## src/rtl/core/rcsp_pkg.sv

```systemverilog
// Package for the raycaster sprite projection core.
// Holds sizes, register indexes and the payload types of every channel.
// No dependencies.
`timescale 1ns / 1ps
`default_nettype none

package rcsp_pkg;

   localparam int MAX_SPRITES = 32;
   localparam int IDX_W       = 5;
   localparam int CNT_W       = 6;
   localparam int CSR_IDX_W   = 3;
   localparam int DIV_NW      = 56;
   localparam int DIV_DW      = 33;

   localparam logic [CSR_IDX_W-1:0] CSR_CAM_X   = 3'd0;
   localparam logic [CSR_IDX_W-1:0] CSR_CAM_Y   = 3'd1;
   localparam logic [CSR_IDX_W-1:0] CSR_DIR_X   = 3'd2;
   localparam logic [CSR_IDX_W-1:0] CSR_DIR_Y   = 3'd3;
   localparam logic [CSR_IDX_W-1:0] CSR_PLANE_X = 3'd4;
   localparam logic [CSR_IDX_W-1:0] CSR_PLANE_Y = 3'd5;
   localparam logic [CSR_IDX_W-1:0] CSR_SCR_W   = 3'd6;
   localparam logic [CSR_IDX_W-1:0] CSR_SCR_H   = 3'd7;

   typedef struct packed {
      logic [5:0] cell_row;
      logic [5:0] cell_col;
      logic       cell_valid;
      logic       frame_last;
   } req_payload_type;

   typedef struct packed {
      logic [IDX_W-1:0]   sprite_index;
      logic [IDX_W-1:0]   rank;
      logic signed [31:0] depth;
      logic signed [15:0] screen_x;
      logic [15:0]        sprite_size;
      logic [10:0]        draw_start_y;
      logic [10:0]        draw_end_y;
      logic [14:0]        draw_start_x;
      logic signed [15:0] draw_end_x;
      logic               not_drawable;
      logic               last;
   } rsp_payload_type;

   typedef struct packed {
      logic [CSR_IDX_W-1:0] reg_index;
      logic [15:0]          wr_data;
   } csr_payload_type;

endpackage

`default_nettype wire

```

## src/rtl/core/rcsp_if.sv

```systemverilog
// Channel interfaces for the raycaster sprite projection core.
// Depends on rcsp_pkg for the payload types.
`timescale 1ns / 1ps
`default_nettype none

interface rcsp_req_if import rcsp_pkg::*; ();
   logic            valid;
   logic            ready;
   req_payload_type payload;
   modport source (output valid, output payload, input ready);
   modport sink   (input valid, input payload, output ready);
endinterface

interface rcsp_rsp_if import rcsp_pkg::*; ();
   logic            valid;
   logic            ready;
   rsp_payload_type payload;
   modport source (output valid, output payload, input ready);
   modport sink   (input valid, input payload, output ready);
endinterface

interface rcsp_csr_if import rcsp_pkg::*; ();
   logic            valid;
   logic            ready;
   csr_payload_type payload;
   modport source (output valid, output payload, input ready);
   modport sink   (input valid, input payload, output ready);
endinterface

`default_nettype wire

```

## src/rtl/core/raycaster_sprite_projection_core.sv

```systemverilog
// Raycaster sprite projection core: sprite load, far-to-near sort, projection.
// Depends on rcsp_pkg and the channel interfaces in rcsp_if.
//
//   channel  dir  beat
//   req_if   in   one cell or end marker; frame_last starts the frame pass if a sprite is held
//   rsp_if   out  one projected sprite, far to near, last on the final one
//   csr_if   in   register index and 16 bit data, always ready
//
// A frame pass first runs the insertion sort, one sprite at a time, and then
// projects each sprite in turn, with up to three 56-step passes of the shared
// radix-2 divider.
// req_if is ready only while idle; one result is held until rsp_if takes it.
// Reset is synchronous and clears the control state and registers only.
`timescale 1ns / 1ps
`default_nettype none

module raycaster_sprite_projection_core import rcsp_pkg::*; (
   input  wire         clock,
   input  wire         reset,
   rcsp_req_if.sink    req_if,
   rcsp_rsp_if.source  rsp_if,
   rcsp_csr_if.sink    csr_if
);

   typedef enum logic [4:0] {
      ST_IDLE, ST_SLD, ST_SQ1, ST_SQ2, ST_SQ3, ST_INS,
      ST_PLD, ST_P1, ST_P2, ST_P3, ST_P4, ST_P5, ST_P6, ST_P7,
      ST_DDIV, ST_DCHK, ST_SXM, ST_XDIV, ST_XCHK, ST_ZDIV, ST_BND, ST_OUT
   } state_type;

   state_type state_ff;

   logic [15:0]        cam_x_ff, cam_y_ff;
   logic signed [15:0] dir_x_ff, dir_y_ff, pl_x_ff, pl_y_ff;
   logic [11:0]        scr_w_ff, scr_h_ff;

   logic [5:0]  row_mem_ff  [MAX_SPRITES];
   logic [5:0]  col_mem_ff  [MAX_SPRITES];
   logic [IDX_W-1:0] ord_mem_ff [MAX_SPRITES];
   logic [31:0] dist_mem_ff [MAX_SPRITES];

   logic [CNT_W-1:0] cnt_ff;
   logic [IDX_W-1:0] i_ff, j_ff, r_ff, idx_ff;

   logic signed [17:0] dx_ff, dy_ff;
   logic signed [52:0] prod_ff, t_ff;
   logic [31:0]        kd_ff;
   logic signed [33:0] numx_ff, numy_ff;
   logic [30:0]        depth_ff;
   logic signed [47:0] sx_ff;

   logic [DIV_NW-1:0] div_num_ff;
   logic [DIV_DW-1:0] div_den_ff;
   logic [DIV_DW:0]   div_rem_ff;
   logic              div_neg_ff;
   logic [5:0]        div_cnt_ff;

   rsp_payload_type rsp_ff;
   logic            rsp_valid_ff;

   // datapath wires
   logic [CNT_W-1:0]   cnt_in;
   logic               cell_add;
   logic [IDX_W-1:0]   sel_idx, jm1;
   logic [17:0]        px, py;
   logic signed [17:0] dx_sel, dy_sel;
   logic signed [34:0] mul_a;
   logic signed [17:0] mul_b;
   logic signed [52:0] prod_in, det_w, det_mag, numy_mag, prod_mag, sq_sum;
   logic [DIV_DW:0]    rem_sh, div_rem_in;
   logic               div_ge;
   logic [DIV_NW-1:0]  div_num_in;
   logic signed [56:0] div_q;
   logic               is_last;
   logic [27:0]        size_w;
   logic signed [47:0] hs_s, h2_s, h_s, w_s, dsy_s, dey_s, dey_c, dsx_s, dex_s, dex_c;
   rsp_payload_type    nd_pl, bnd_pl;

   assign req_if.ready  = (state_ff == ST_IDLE);
   assign csr_if.ready  = 1'b1;
   assign rsp_if.valid  = rsp_valid_ff;
   assign rsp_if.payload = rsp_ff;

   assign cell_add = req_if.payload.cell_valid && (cnt_ff < CNT_W'(MAX_SPRITES));
   assign cnt_in   = cnt_ff + CNT_W'(cell_add);
   assign is_last  = ({1'b0, r_ff} == (cnt_ff - CNT_W'(1)));
   assign jm1      = j_ff - IDX_W'(1);

   assign sel_idx = (state_ff == ST_SLD) ? i_ff : ord_mem_ff[r_ff];
   assign px      = {2'b00, col_mem_ff[sel_idx], 10'd512};
   assign py      = {2'b00, row_mem_ff[sel_idx], 10'd512};
   assign dx_sel  = $signed(px - {2'b00, cam_x_ff});
   assign dy_sel  = $signed(py - {2'b00, cam_y_ff});

   always_comb begin
      mul_a = '0;
      mul_b = '0;
      unique case (state_ff)
         ST_SQ1: begin mul_a = 35'(dx_ff);    mul_b = dx_ff; end
         ST_SQ2: begin mul_a = 35'(dy_ff);    mul_b = dy_ff; end
         ST_P1:  begin mul_a = 35'(dir_y_ff); mul_b = dx_ff; end
         ST_P2:  begin mul_a = 35'(dir_x_ff); mul_b = dy_ff; end
         ST_P3:  begin mul_a = 35'(pl_x_ff);  mul_b = dy_ff; end
         ST_P4:  begin mul_a = 35'(pl_y_ff);  mul_b = dx_ff; end
         ST_P5:  begin mul_a = 35'(pl_x_ff);  mul_b = 18'(dir_y_ff); end
         ST_P6:  begin mul_a = 35'(dir_x_ff); mul_b = 18'(pl_y_ff); end
         ST_DCHK: begin
            mul_a = 35'(numy_ff) + 35'(numx_ff);
            mul_b = $signed({7'b0, scr_w_ff[11:1]});
         end
         default: begin mul_a = '0; mul_b = '0; end
      endcase
   end

   assign prod_in  = 53'(mul_a) * 53'(mul_b);
   assign sq_sum   = t_ff + prod_ff;
   assign det_w    = t_ff - prod_ff;
   assign det_mag  = det_w[52] ? -det_w : det_w;
   assign numy_mag = numy_ff[33] ? -53'(numy_ff) : 53'(numy_ff);
   assign prod_mag = prod_ff[52] ? -prod_ff : prod_ff;

   assign rem_sh     = {div_rem_ff[DIV_DW-1:0], div_num_ff[DIV_NW-1]};
   assign div_ge     = (rem_sh >= {1'b0, div_den_ff});
   assign div_rem_in = div_ge ? (rem_sh - {1'b0, div_den_ff}) : rem_sh;
   assign div_num_in = {div_num_ff[DIV_NW-2:0], div_ge};
   assign div_q      = div_neg_ff ? -$signed({1'b0, div_num_ff}) : $signed({1'b0, div_num_ff});

   always_comb begin
      nd_pl              = '0;
      nd_pl.sprite_index = idx_ff;
      nd_pl.rank         = r_ff;
      nd_pl.not_drawable = 1'b1;
      nd_pl.last         = is_last;
   end

   always_comb begin
      size_w = div_num_ff[27:0];
      hs_s   = $signed(48'(size_w[27:1]));
      h2_s   = $signed(48'(scr_h_ff[11:1]));
      h_s    = $signed(48'(scr_h_ff));
      w_s    = $signed(48'(scr_w_ff));
      dsy_s  = h2_s - hs_s;
      dey_s  = hs_s + h2_s;
      dsx_s  = sx_ff - hs_s;
      dex_s  = hs_s + sx_ff;
      if (dey_s >= h_s) begin
         dey_c = (scr_h_ff != 12'd0) ? (h_s - 48'sd1) : 48'sd0;
      end else begin
         dey_c = dey_s;
      end
      if (dex_s >= w_s) begin
         dex_c = w_s - 48'sd1;
      end else begin
         dex_c = dex_s;
      end
      bnd_pl              = '0;
      bnd_pl.sprite_index = idx_ff;
      bnd_pl.rank         = r_ff;
      bnd_pl.last         = is_last;
      bnd_pl.depth        = $signed({1'b0, depth_ff});
      if (sx_ff > 48'sd32767) begin
         bnd_pl.screen_x = 16'sd32767;
      end else if (sx_ff < -48'sd32768) begin
         bnd_pl.screen_x = -16'sd32768;
      end else begin
         bnd_pl.screen_x = sx_ff[15:0];
      end
      bnd_pl.sprite_size  = (size_w > 28'd65535) ? 16'hFFFF : size_w[15:0];
      bnd_pl.draw_start_y = (dsy_s < 48'sd0) ? 11'd0 : dsy_s[10:0];
      bnd_pl.draw_end_y   = (dey_c > 48'sd2047) ? 11'd2047 : dey_c[10:0];
      if (dsx_s < 48'sd0) begin
         bnd_pl.draw_start_x = 15'd0;
      end else if (dsx_s > 48'sd32767) begin
         bnd_pl.draw_start_x = 15'd32767;
      end else begin
         bnd_pl.draw_start_x = dsx_s[14:0];
      end
      if (dex_c > 48'sd32767) begin
         bnd_pl.draw_end_x = 16'sd32767;
      end else if (dex_c < -48'sd32768) begin
         bnd_pl.draw_end_x = -16'sd32768;
      end else begin
         bnd_pl.draw_end_x = dex_c[15:0];
      end
      bnd_pl.not_drawable = 1'b0;
   end

   always_ff @(posedge clock) begin
      if (reset) begin
         state_ff     <= ST_IDLE;
         cnt_ff       <= '0;
         rsp_valid_ff <= 1'b0;
         cam_x_ff     <= 16'd0;
         cam_y_ff     <= 16'd0;
         dir_x_ff     <= 16'sd16384;
         dir_y_ff     <= 16'sd0;
         pl_x_ff      <= 16'sd0;
         pl_y_ff      <= 16'sd10813;
         scr_w_ff     <= 12'd640;
         scr_h_ff     <= 12'd480;
      end else begin
         prod_ff <= prod_in;
         if (csr_if.valid) begin
            unique case (csr_if.payload.reg_index)
               CSR_CAM_X:   cam_x_ff <= csr_if.payload.wr_data;
               CSR_CAM_Y:   cam_y_ff <= csr_if.payload.wr_data;
               CSR_DIR_X:   dir_x_ff <= $signed(csr_if.payload.wr_data);
               CSR_DIR_Y:   dir_y_ff <= $signed(csr_if.payload.wr_data);
               CSR_PLANE_X: pl_x_ff  <= $signed(csr_if.payload.wr_data);
               CSR_PLANE_Y: pl_y_ff  <= $signed(csr_if.payload.wr_data);
               CSR_SCR_W:   scr_w_ff <= csr_if.payload.wr_data[11:0];
               CSR_SCR_H:   scr_h_ff <= csr_if.payload.wr_data[11:0];
            endcase
         end
         unique case (state_ff)
            ST_IDLE: begin
               if (req_if.valid) begin
                  if (cell_add) begin
                     row_mem_ff[cnt_ff[IDX_W-1:0]] <= req_if.payload.cell_row;
                     col_mem_ff[cnt_ff[IDX_W-1:0]] <= req_if.payload.cell_col;
                  end
                  cnt_ff <= cnt_in;
                  i_ff   <= '0;
                  if (req_if.payload.frame_last && (cnt_in != '0)) begin
                     state_ff <= ST_SLD;
                  end
               end
            end
            ST_SLD: begin
               dx_ff    <= dx_sel;
               dy_ff    <= dy_sel;
               j_ff     <= i_ff;
               state_ff <= ST_SQ1;
            end
            ST_SQ1: state_ff <= ST_SQ2;
            ST_SQ2: begin
               t_ff     <= prod_ff;
               state_ff <= ST_SQ3;
            end
            ST_SQ3: begin
               kd_ff    <= sq_sum[33:2];
               state_ff <= ST_INS;
            end
            ST_INS: begin
               if ((j_ff != '0) && (dist_mem_ff[jm1] < kd_ff)) begin
                  dist_mem_ff[j_ff] <= dist_mem_ff[jm1];
                  ord_mem_ff[j_ff]  <= ord_mem_ff[jm1];
                  j_ff              <= jm1;
               end else begin
                  dist_mem_ff[j_ff] <= kd_ff;
                  ord_mem_ff[j_ff]  <= i_ff;
                  if ({1'b0, i_ff} == (cnt_ff - CNT_W'(1))) begin
                     r_ff     <= '0;
                     state_ff <= ST_PLD;
                  end else begin
                     i_ff     <= i_ff + IDX_W'(1);
                     state_ff <= ST_SLD;
                  end
               end
            end
            ST_PLD: begin
               idx_ff   <= sel_idx;
               dx_ff    <= dx_sel;
               dy_ff    <= dy_sel;
               state_ff <= ST_P1;
            end
            ST_P1: state_ff <= ST_P2;
            ST_P2: begin
               t_ff     <= prod_ff;
               state_ff <= ST_P3;
            end
            ST_P3: begin
               numx_ff  <= det_w[33:0];
               state_ff <= ST_P4;
            end
            ST_P4: begin
               t_ff     <= prod_ff;
               state_ff <= ST_P5;
            end
            ST_P5: begin
               numy_ff  <= det_w[33:0];
               state_ff <= ST_P6;
            end
            ST_P6: begin
               t_ff     <= prod_ff;
               state_ff <= ST_P7;
            end
            ST_P7: begin
               if (det_w == '0) begin
                  rsp_ff       <= nd_pl;
                  rsp_valid_ff <= 1'b1;
                  state_ff     <= ST_OUT;
               end else begin
                  div_num_ff <= {3'b000, numy_mag[32:0], 20'd0};
                  div_den_ff <= det_mag[DIV_DW-1:0];
                  div_neg_ff <= numy_ff[33] ^ det_w[52];
                  div_rem_ff <= '0;
                  div_cnt_ff <= '0;
                  state_ff   <= ST_DDIV;
               end
            end
            ST_DDIV, ST_XDIV, ST_ZDIV: begin
               div_num_ff <= div_num_in;
               div_rem_ff <= div_rem_in;
               div_cnt_ff <= div_cnt_ff + 6'd1;
               if (div_cnt_ff == 6'(DIV_NW - 1)) begin
                  priority case (state_ff)
                     ST_DDIV: state_ff <= ST_DCHK;
                     ST_XDIV: state_ff <= ST_XCHK;
                     default: state_ff <= ST_BND;
                  endcase
               end
            end
            ST_DCHK: begin
               if (div_q <= 57'sd0) begin
                  rsp_ff       <= nd_pl;
                  rsp_valid_ff <= 1'b1;
                  state_ff     <= ST_OUT;
               end else begin
                  depth_ff <= (div_q > 57'sd2147483647) ? 31'h7FFF_FFFF : div_q[30:0];
                  state_ff <= ST_SXM;
               end
            end
            ST_SXM: begin
               div_num_ff <= {3'b000, prod_mag};
               div_den_ff <= numy_mag[DIV_DW-1:0];
               div_neg_ff <= prod_ff[52] ^ numy_ff[33];
               div_rem_ff <= '0;
               div_cnt_ff <= '0;
               state_ff   <= ST_XDIV;
            end
            ST_XCHK: begin
               sx_ff      <= div_q[47:0];
               div_num_ff <= {28'd0, scr_h_ff, 16'd0};
               div_den_ff <= {2'b00, depth_ff};
               div_neg_ff <= 1'b0;
               div_rem_ff <= '0;
               div_cnt_ff <= '0;
               state_ff   <= ST_ZDIV;
            end
            ST_BND: begin
               rsp_ff       <= bnd_pl;
               rsp_valid_ff <= 1'b1;
               state_ff     <= ST_OUT;
            end
            ST_OUT: begin
               if (rsp_if.ready) begin
                  rsp_valid_ff <= 1'b0;
                  if (is_last) begin
                     cnt_ff   <= '0;
                     state_ff <= ST_IDLE;
                  end else begin
                     r_ff     <= r_ff + IDX_W'(1);
                     state_ff <= ST_PLD;
                  end
               end
            end
            default: state_ff <= ST_IDLE;
         endcase
      end
   end

   a_valid_in_out: assert property (@(posedge clock) disable iff (reset)
      rsp_if.valid |-> state_ff == ST_OUT)
      else $error("result valid outside output state");

   a_nd_zero: assert property (@(posedge clock) disable iff (reset)
      rsp_if.valid && rsp_if.payload.not_drawable |->
         rsp_if.payload.depth == 32'sd0 && rsp_if.payload.sprite_size == 16'd0)
      else $error("not drawable result carries nonzero fields");

   a_cnt_bound: assert property (@(posedge clock) disable iff (reset)
      cnt_ff <= CNT_W'(MAX_SPRITES))
      else $error("sprite count beyond capacity");

   a_frame_end: assert property (@(posedge clock) disable iff (reset)
      rsp_if.valid && rsp_if.ready && rsp_if.payload.last |=>
         state_ff == ST_IDLE && cnt_ff == '0)
      else $error("frame did not close after last beat");

endmodule

`default_nettype wire

```

## src/flat_wrapper.sv

```systemverilog
// flat-port wrapper written by rule: the top's interface ports become plain ports
module raycaster_sprite_projection_core_flat import rcsp_pkg::*;
  (clock, reset, req_if_valid, req_if_payload, req_if_ready, rsp_if_valid, rsp_if_payload, rsp_if_ready, csr_if_valid, csr_if_payload, csr_if_ready);
  rcsp_req_if req_if_i ();
  rcsp_rsp_if rsp_if_i ();
  rcsp_csr_if csr_if_i ();
  input  wire clock;
  input  wire reset;
  input wire logic [$bits(req_if_i.valid)-1:0] req_if_valid;
  input wire logic [$bits(req_if_i.payload)-1:0] req_if_payload;
  output wire logic [$bits(req_if_i.ready)-1:0] req_if_ready;
  output wire logic [$bits(rsp_if_i.valid)-1:0] rsp_if_valid;
  output wire logic [$bits(rsp_if_i.payload)-1:0] rsp_if_payload;
  input wire logic [$bits(rsp_if_i.ready)-1:0] rsp_if_ready;
  input wire logic [$bits(csr_if_i.valid)-1:0] csr_if_valid;
  input wire logic [$bits(csr_if_i.payload)-1:0] csr_if_payload;
  output wire logic [$bits(csr_if_i.ready)-1:0] csr_if_ready;
  assign req_if_i.valid = req_if_valid;
  assign req_if_i.payload = req_if_payload;
  assign req_if_ready = req_if_i.ready;
  assign rsp_if_valid = rsp_if_i.valid;
  assign rsp_if_payload = rsp_if_i.payload;
  assign rsp_if_i.ready = rsp_if_ready;
  assign csr_if_i.valid = csr_if_valid;
  assign csr_if_i.payload = csr_if_payload;
  assign csr_if_ready = csr_if_i.ready;
  raycaster_sprite_projection_core u_core (.clock(clock), .reset(reset), .req_if(req_if_i), .rsp_if(rsp_if_i), .csr_if(csr_if_i));
endmodule
```

## config.mk

```make
export PLATFORM = sky130hd
export DESIGN_NAME = raycaster_sprite_projection_core_flat
export DESIGN_NICKNAME = d
export VERILOG_FILES = /design/src/rtl/core/rcsp_pkg.sv /design/src/rtl/core/rcsp_if.sv /design/src/rtl/core/raycaster_sprite_projection_core.sv /design/src/flat_wrapper.sv
export SDC_FILE = /design/constraint.sdc
export NUM_CORES = 2
export LEC_CHECK = 0
export BUFFER_PORTS_ARGS = -buffer_cell sky130_fd_sc_hd__buf_2
export CAP_MARGIN = 20
export CORE_ASPECT_RATIO = 1.75
export CORE_UTILIZATION = 55
export CTS_CLUSTER_DIAMETER = 30
export DETAILED_ROUTE_END_ITERATION = 6
export PLACE_DENSITY = 0.71
export SETUP_SLACK_MARGIN = 0.4
export SYNTH_ARGS = -nofsm -noshare
export SYNTH_HDL_FRONTEND = slang
export SYNTH_SLANG_ARGS = --single-unit
```

## constraint.sdc

```tcl
create_clock -name clock -period 22.7 [get_ports clock]
set_clock_uncertainty 0.15 [all_clocks]
set_input_delay 6.81 -clock clock [delete_from_list [all_inputs] [get_ports clock]]
set_output_delay 6.81 -clock clock [all_outputs]
set_load 0.02 [all_outputs]
```

== Yosys cells after proc, flatten, opt, wreduce, memory -nomap -nowiden ==
Memories as Yosys holds them, arrays and structs flattened. A register that Yosys moved wholly into a read port is not among the register bits.
Index checks and enable logic that the tools add are counted.

* Register bits after elaboration: 731
* Bits in latches: 0
* Memory bits (writable): 1568
* Bits in read-only memories: 0
* Bits of input ports: 38
* Output and inout bits: 132
* Memories: 4

{| class="wikitable"
|+ Memory list
! name !! depth !! bits a word !! read ports !! clocked after Yosys merged registers in !! write ports !! line !! text
|-
| u_core.dist_mem_ff || 32 || 32 || 1 || 0 || 1 || raycaster_sprite_projection_core.sv:40 || <nowiki>logic [31:0] dist_mem_ff [MAX_SPRITES];</nowiki>
|-
| u_core.col_mem_ff || 32 || 6 || 1 || 0 || 1 || raycaster_sprite_projection_core.sv:38 || <nowiki>logic [5:0] col_mem_ff [MAX_SPRITES];</nowiki>
|-
| u_core.row_mem_ff || 32 || 6 || 1 || 0 || 1 || raycaster_sprite_projection_core.sv:37 || <nowiki>logic [5:0] row_mem_ff [MAX_SPRITES];</nowiki>
|-
| u_core.ord_mem_ff || 32 || 5 || 2 || 1 || 1 || raycaster_sprite_projection_core.sv:39 || <nowiki>logic [IDX_W-1:0] ord_mem_ff [MAX_SPRITES];</nowiki>
|}

* Add/sub/neg operators: 22
* Multiply operators: 1
* Div/mod/pow operators: 0
* $lt $le $gt $ge: 16
* Eq/ne operators: 44
* Shift operators: 0
* Muxes and demuxes: 79
* Bitwise gates (word level): 6
* Reduce and logical (&&, ||, !) cells: 52

{| class="wikitable"
|+ Operators by type and width
! operator !! number
|-
| $pmux 129 s3 || 1
|-
| $mux 129 || 2
|-
| $pmux 35 s7 || 1
|-
| $pmux 56 s4 || 1
|-
| $pmux 33 s3 || 2
|-
| $mux 33 || 5
|-
| $gt 48x16->1 const B || 3
|-
| $mux 48 || 3
|-
| $pmux 5 s20 || 1
|-
| $ge 48x13->1 || 2
|-
| $lt 48x1->1 const B || 2
|-
| $lt 48x16->1 const B || 2
|-
| $pmux 18 s5 || 1
|-
| $mux 5 || 17
|-
| $mux 16 || 5
|-
| $neg 33->33 || 2
|-
| $gt 57x32->1 const B || 1
|-
| $le 57x1->1 const B || 1
|-
| $mux 57 || 1
|-
| $neg 56->57 || 1
|-
| $mux 56 || 1
|-
| $logic_not 53->1 || 1
|-
| $mul 35x18->53 || 1
|-
| $mux 53 || 1
|-
| 64 further kinds || 162
|}

== Logic depth before layout (Yosys ltp) ==
An unclocked memory read counts as a cell.

* Depth after elaboration: 9
* Depth in mapped cells: 41

== Least setup slack after synthesis ==
No wires, ideal clock.

* Kind: input to register
* Start: input port reset
* End: register u_core.rsp_ff, in the netlist u_core.rsp_if.payload[0], enable pin
* Library setup time: 0.619 ns
* Data arrival time: 12.404 ns
* Path slack: 9.527 ns
* Stages: 2
* Path buffers: 0
* Cells stage by stage: a211o_1 > nor2_1

* Cells in the longest elaborated chain, start to end: 2

{| class="wikitable"
|+ Ends and longest elaborated chain
! what !! line !! text
|-
| start: declaration || flat_wrapper.sv:8 || <nowiki>input wire reset;</nowiki>
|-
| $not 1->1 (no source line) || n/a ||
|-
| $reduce_and 4->1 (no source line) || n/a ||
|-
| end signal: assignment || raycaster_sprite_projection_core.sv:290 || <nowiki>rsp_ff <= nd_pl;</nowiki>
|-
| end signal: assignment || raycaster_sprite_projection_core.sv:316 || <nowiki>rsp_ff <= nd_pl;</nowiki>
|-
| end signal: assignment || raycaster_sprite_projection_core.sv:342 || <nowiki>rsp_ff <= bnd_pl;</nowiki>
|-
| end: declaration || raycaster_sprite_projection_core.sv:58 || <nowiki>rsp_payload_type rsp_ff;</nowiki>
|}

No other way between the ends.
A chain may end at the register's enable or synchronous reset.

== Worst setup path after layout ==
* Start: register u_core.numy_ff[0]
* End: register u_core.prod_ff[52] (data pin)

* Cells in the longest elaborated chain, start to end: 3

{| class="wikitable"
|+ Ends and longest elaborated chain
! what !! line !! text
|-
| start: declaration || raycaster_sprite_projection_core.sv:48 || <nowiki>logic signed [33:0] numx_ff, numy_ff;</nowiki>
|-
| start signal: assignment || raycaster_sprite_projection_core.sv:281 || <nowiki>numy_ff <= det_w[33:0];</nowiki>
|-
| $add 34x34->35 || raycaster_sprite_projection_core.sv:108 || <nowiki>mul_a = 35'(numy_ff) + 35'(numx_ff);</nowiki>
|-
| $pmux 35 s7 || raycaster_sprite_projection_core.sv:98 || <nowiki>unique case (state_ff)</nowiki>
|-
| $mul 35x18->53 || raycaster_sprite_projection_core.sv:115 || <nowiki>assign prod_in = 53'(mul_a) * 53'(mul_b);</nowiki>
|-
| named net u_core.prod_in[52] || raycaster_sprite_projection_core.sv:69 || <nowiki>logic signed [52:0] prod_in, det_w, det_mag, numy_mag, prod_mag, sq_sum;</nowiki>
|-
| end signal: assignment || raycaster_sprite_projection_core.sv:202 || <nowiki>prod_ff <= prod_in;</nowiki>
|-
| end: declaration || raycaster_sprite_projection_core.sv:46 || <nowiki>logic signed [52:0] prod_ff, t_ff;</nowiki>
|}

The timed path passes the listed nets, and every way through them passes these cells.

==> results_dict.tcl <==
set metrics [dict create \
    via_per_inst 6.50 \
    gp_congestion 1.15 \
    switching_share_pct 39.1 \
    p_leak_uw 0.0543 \
    totalWireLength_mm 434 \
    synth_area_sq_mm 0.131 \
    cts_tree "yes" \
    critPathSlowestCell "nor2_2" \
    post_cts_resized 0 \
    multi_input_area_sq_mm 0.0578 \
    root_buffer "clkbuf_16" \
    path_common_cell "fa_1" \
    grt_usage_pct 36.2 \
    postCtsHoldBufs 0 \
    ant_nets 0 \
    worst-path-max-fanout 18 \
    synth_cells 10300 \
    std_cell_rows 236 \
    timing.final.crit_share_pct 52.6 \
    tns_ps 0 \
    route.detailed.wl_per_inst_um 31.1 \
    min_path_type "reg -> reg" \
    ioPinCount 170 \
    drtPass1Iterations 6 \
    layout-drive-gt1-share_pct 14.8 \
    setup_viol 0 \
    remaining_drc_errors 0 \
    syn_to_final_growth_pct 12.2 \
    htree_num_levels 5 \
    ys.flop_type "edfxtp_1" \
    nNetsFinal 11600 \
    arrival_ps 12350 \
    crit_path_end_kind "flop" \
    final_cell_mix "2164 x edfxtp_1, 1074 x inv_1, 1060 x nand2_1" \
    setup_ws_ps 10770 \
    grt_antenna_before_repair 54 \
    grt_max_degree 145 \
    coreArea_sq_mm 0.236 \
    synthArstFlopShare_pct 0 \
    clkTransAtPathRegs_ps 60 \
    portBuffers 167 \
    seqPwrFrac_pct 33.2 \
    die_width_um 370 \
    rsz0062_at_grt "no" \
    yosys_warnings 0 \
    final_common_cell "edfxtp_1" \
    critPathLaunchType "flop" \
    die_area_sq_mm 0.240 \
    final_area_sq_mm 0.147 \
    p_per_area_mw_per_mm2 114 \
    tightestPinTransition_ps 1300 \
    syn_nets 11400 \
    start_util_pct 55.3 \
    syn_avg_cell_area_sq_um 12.6 \
    finalPower_uw 16800 \
    synth_cell_types 101 \
    critPathRequiredTime_ps 23110 \
    first_iter_violations 10300 \
    pwr-share-comb_pct 37.7 \
    status "finished, final reports clean" \
    finalHoldViolCount 0 \
    max_freq_mhz 83.8 \
    slew_headroom_pct 12.8 \
    drv_slew 0 \
    cts_setup_buffers 0 \
    grt_pass1_wl_mm 623 \
    die_h_um 647 \
    slowest_delay_ps 870 \
    vias 90600 \
    power_frac_clock_pct 29.1 \
    clk-insertion-delay-late_ps 890 \
    intPower_uw 10200 \
    cts_buffers 306 \
    post-route-min-period_ps 11930 \
    overflow 0 \
    synth-edff-count 2164 \
    cts.sinks 2301 \
    worstSetupPathType "reg -> reg" \
    max_cap_viol_count 0 \
    dpl_cell_area_sq_mm 0.136 \
    dp_hpwl_mm 298 \
    peakVddDrop_mv 0.111 \
    p_switching_uw 6550 \
    fillers 17700 \
    dp_slack_ps 10990 \
    grt_pass1_vias 91300 \
    ys_seq_area_share_pct 51.8 \
    regArea_sq_mm 0.0677 \
    cts_max_path_buffers 4 \
    ys_ff_latch 2301 \
]
[worst max-delay path: cells and delay by family, from the launching register on]
kind	cells	cell delay, ps
XOR/XNOR	1	90
buffers and inverters	5	360
AO/OA/AOI/OAI	16	4430
adder cells (fa/ha/maj)	9	4040
AND/OR/NAND/NOR	7	2140
flip-flops	1	390
[cells in the mapped netlist (198+ instances only)]
cell type | number | area (sq um)
a21oi_1 | 516 | 2580
clkbuf_1 | 372 | 1400
edfxtp_1 | 2164 | 65000
fa_1 | 609 | 12200
ha_1 | 444 | 5560
inv_1 | 1075 | 4040
mux4_2 | 484 | 10900
nand2_1 | 1064 | 3990
nand3_1 | 198 | 991
nor2_1 | 726 | 2730
o21ai_0 | 286 | 1430
xnor2_1 | 313 | 2740
[per-layer routing]
metal | track usage (%) | vias to the layer above | routed length, um
li1 | - | 37900 | -
met1 | 40.4 | 45600 | 141000
met2 | 59.4 | 5527 | 212000
met3 | 7.77 | 1580 | 38500
met4 | 30.3 | 20 | 43200
met5 | 0 | - | 139
[flip-flops by register name, summed over array words and instances, names as in the netlist, 17 cells and up, named ones only]
name	flops
u_core.dist_mem_ff	1024
u_core.dx_ff	17
u_core.col_mem_ff	192
u_core.prod_ff	53
u_core.div_num_ff	56
u_core.dy_ff	17
u_core.rsp_if.payload	128
u_core.div_den_ff	33
u_core.div_rem_ff	33
u_core.ord_mem_ff	160
u_core.sx_ff	48
u_core.depth_ff	31
u_core.t_ff	53
u_core.numy_ff	34
u_core.kd_ff	32
u_core.numx_ff	34
u_core.row_mem_ff	192
[layout make-up]
| type | instances | share of cell area [%] |
|---|---|---|
| Multi-Input combinational cell | 6456 | 39.4 |
| Tap cell | 3094 | 2.64 |
| Clock inverter | 212 | 1.57 |
| Clock buffer | 338 | 5.47 |
| Antenna cell | 59 | 0.101 |
| Timing Repair Buffer | 399 | 1.84 |
| Inverter | 1085 | 2.78 |
| Sequential cell | 2301 | 46.2 |
[worst paths after layout]
path              slack (ps)                   startpoint  depth (start not counted)                                    to
setup / recovery       10770  u_core.numy_ff[0]$_DFFE_PP_                         38          u_core.prod_ff[52]$_DFFE_PN_
setup reg to reg       10770  u_core.numy_ff[0]$_DFFE_PP_                         38          u_core.prod_ff[52]$_DFFE_PN_
hold / removal           270   u_core.idx_ff[4]$_DFFE_PP_                          0  u_core.rsp_if.payload[128]$_DFFE_PP_
hold reg to reg          270   u_core.idx_ff[4]$_DFFE_PP_                          0  u_core.rsp_if.payload[128]$_DFFE_PP_
[logic make-up (layout without fill, tap and decap cells)]
group	count (synthesis)	in the layout	share of synthesized area [%]
and+or+nand+nor	2704	2704	9.38
DFF	2301	2301	51.8
AOI/OAI and AO/OA	1587	1587	7.90
buffers and inverters	1576	2034	4.57
adders and majority gates	1053	1053	13.6
muxes	650	650	9.66
xor gates and xnor gates	460	460	3.08
other	2	61	0.00575
[power groups by stage]
| stage | Combinational [uW] | Sequential [uW] | Clock [uW] |
|---|---|---|---|
| 3_3_place_gp | 5920 | 5640 | 0 |
| 2_1_floorplan | 3650 | 5540 | 0 |
| 6_report | 6320 | 5570 | 4870 |
| 5_1_grt | 6650 | 5570 | 5040 |
| 3_5_place_dp | 6030 | 5640 | 0 |
| 4_1_cts | 6080 | 5560 | 4900 |
[through the flow]
step / std cells / hold slack, ps / utilization [%]
floorplan: 10300 / 250 / -
global placement: 13300 / 257 / 57.5
detailed placement: 13300 / 257 / 57.5
CTS: 13900 / 273 / 61.9
global route: 13900 / 278 / 62.0
finish: 13900 / 271 / 62.1
Power figures use the tool's default switching activity.
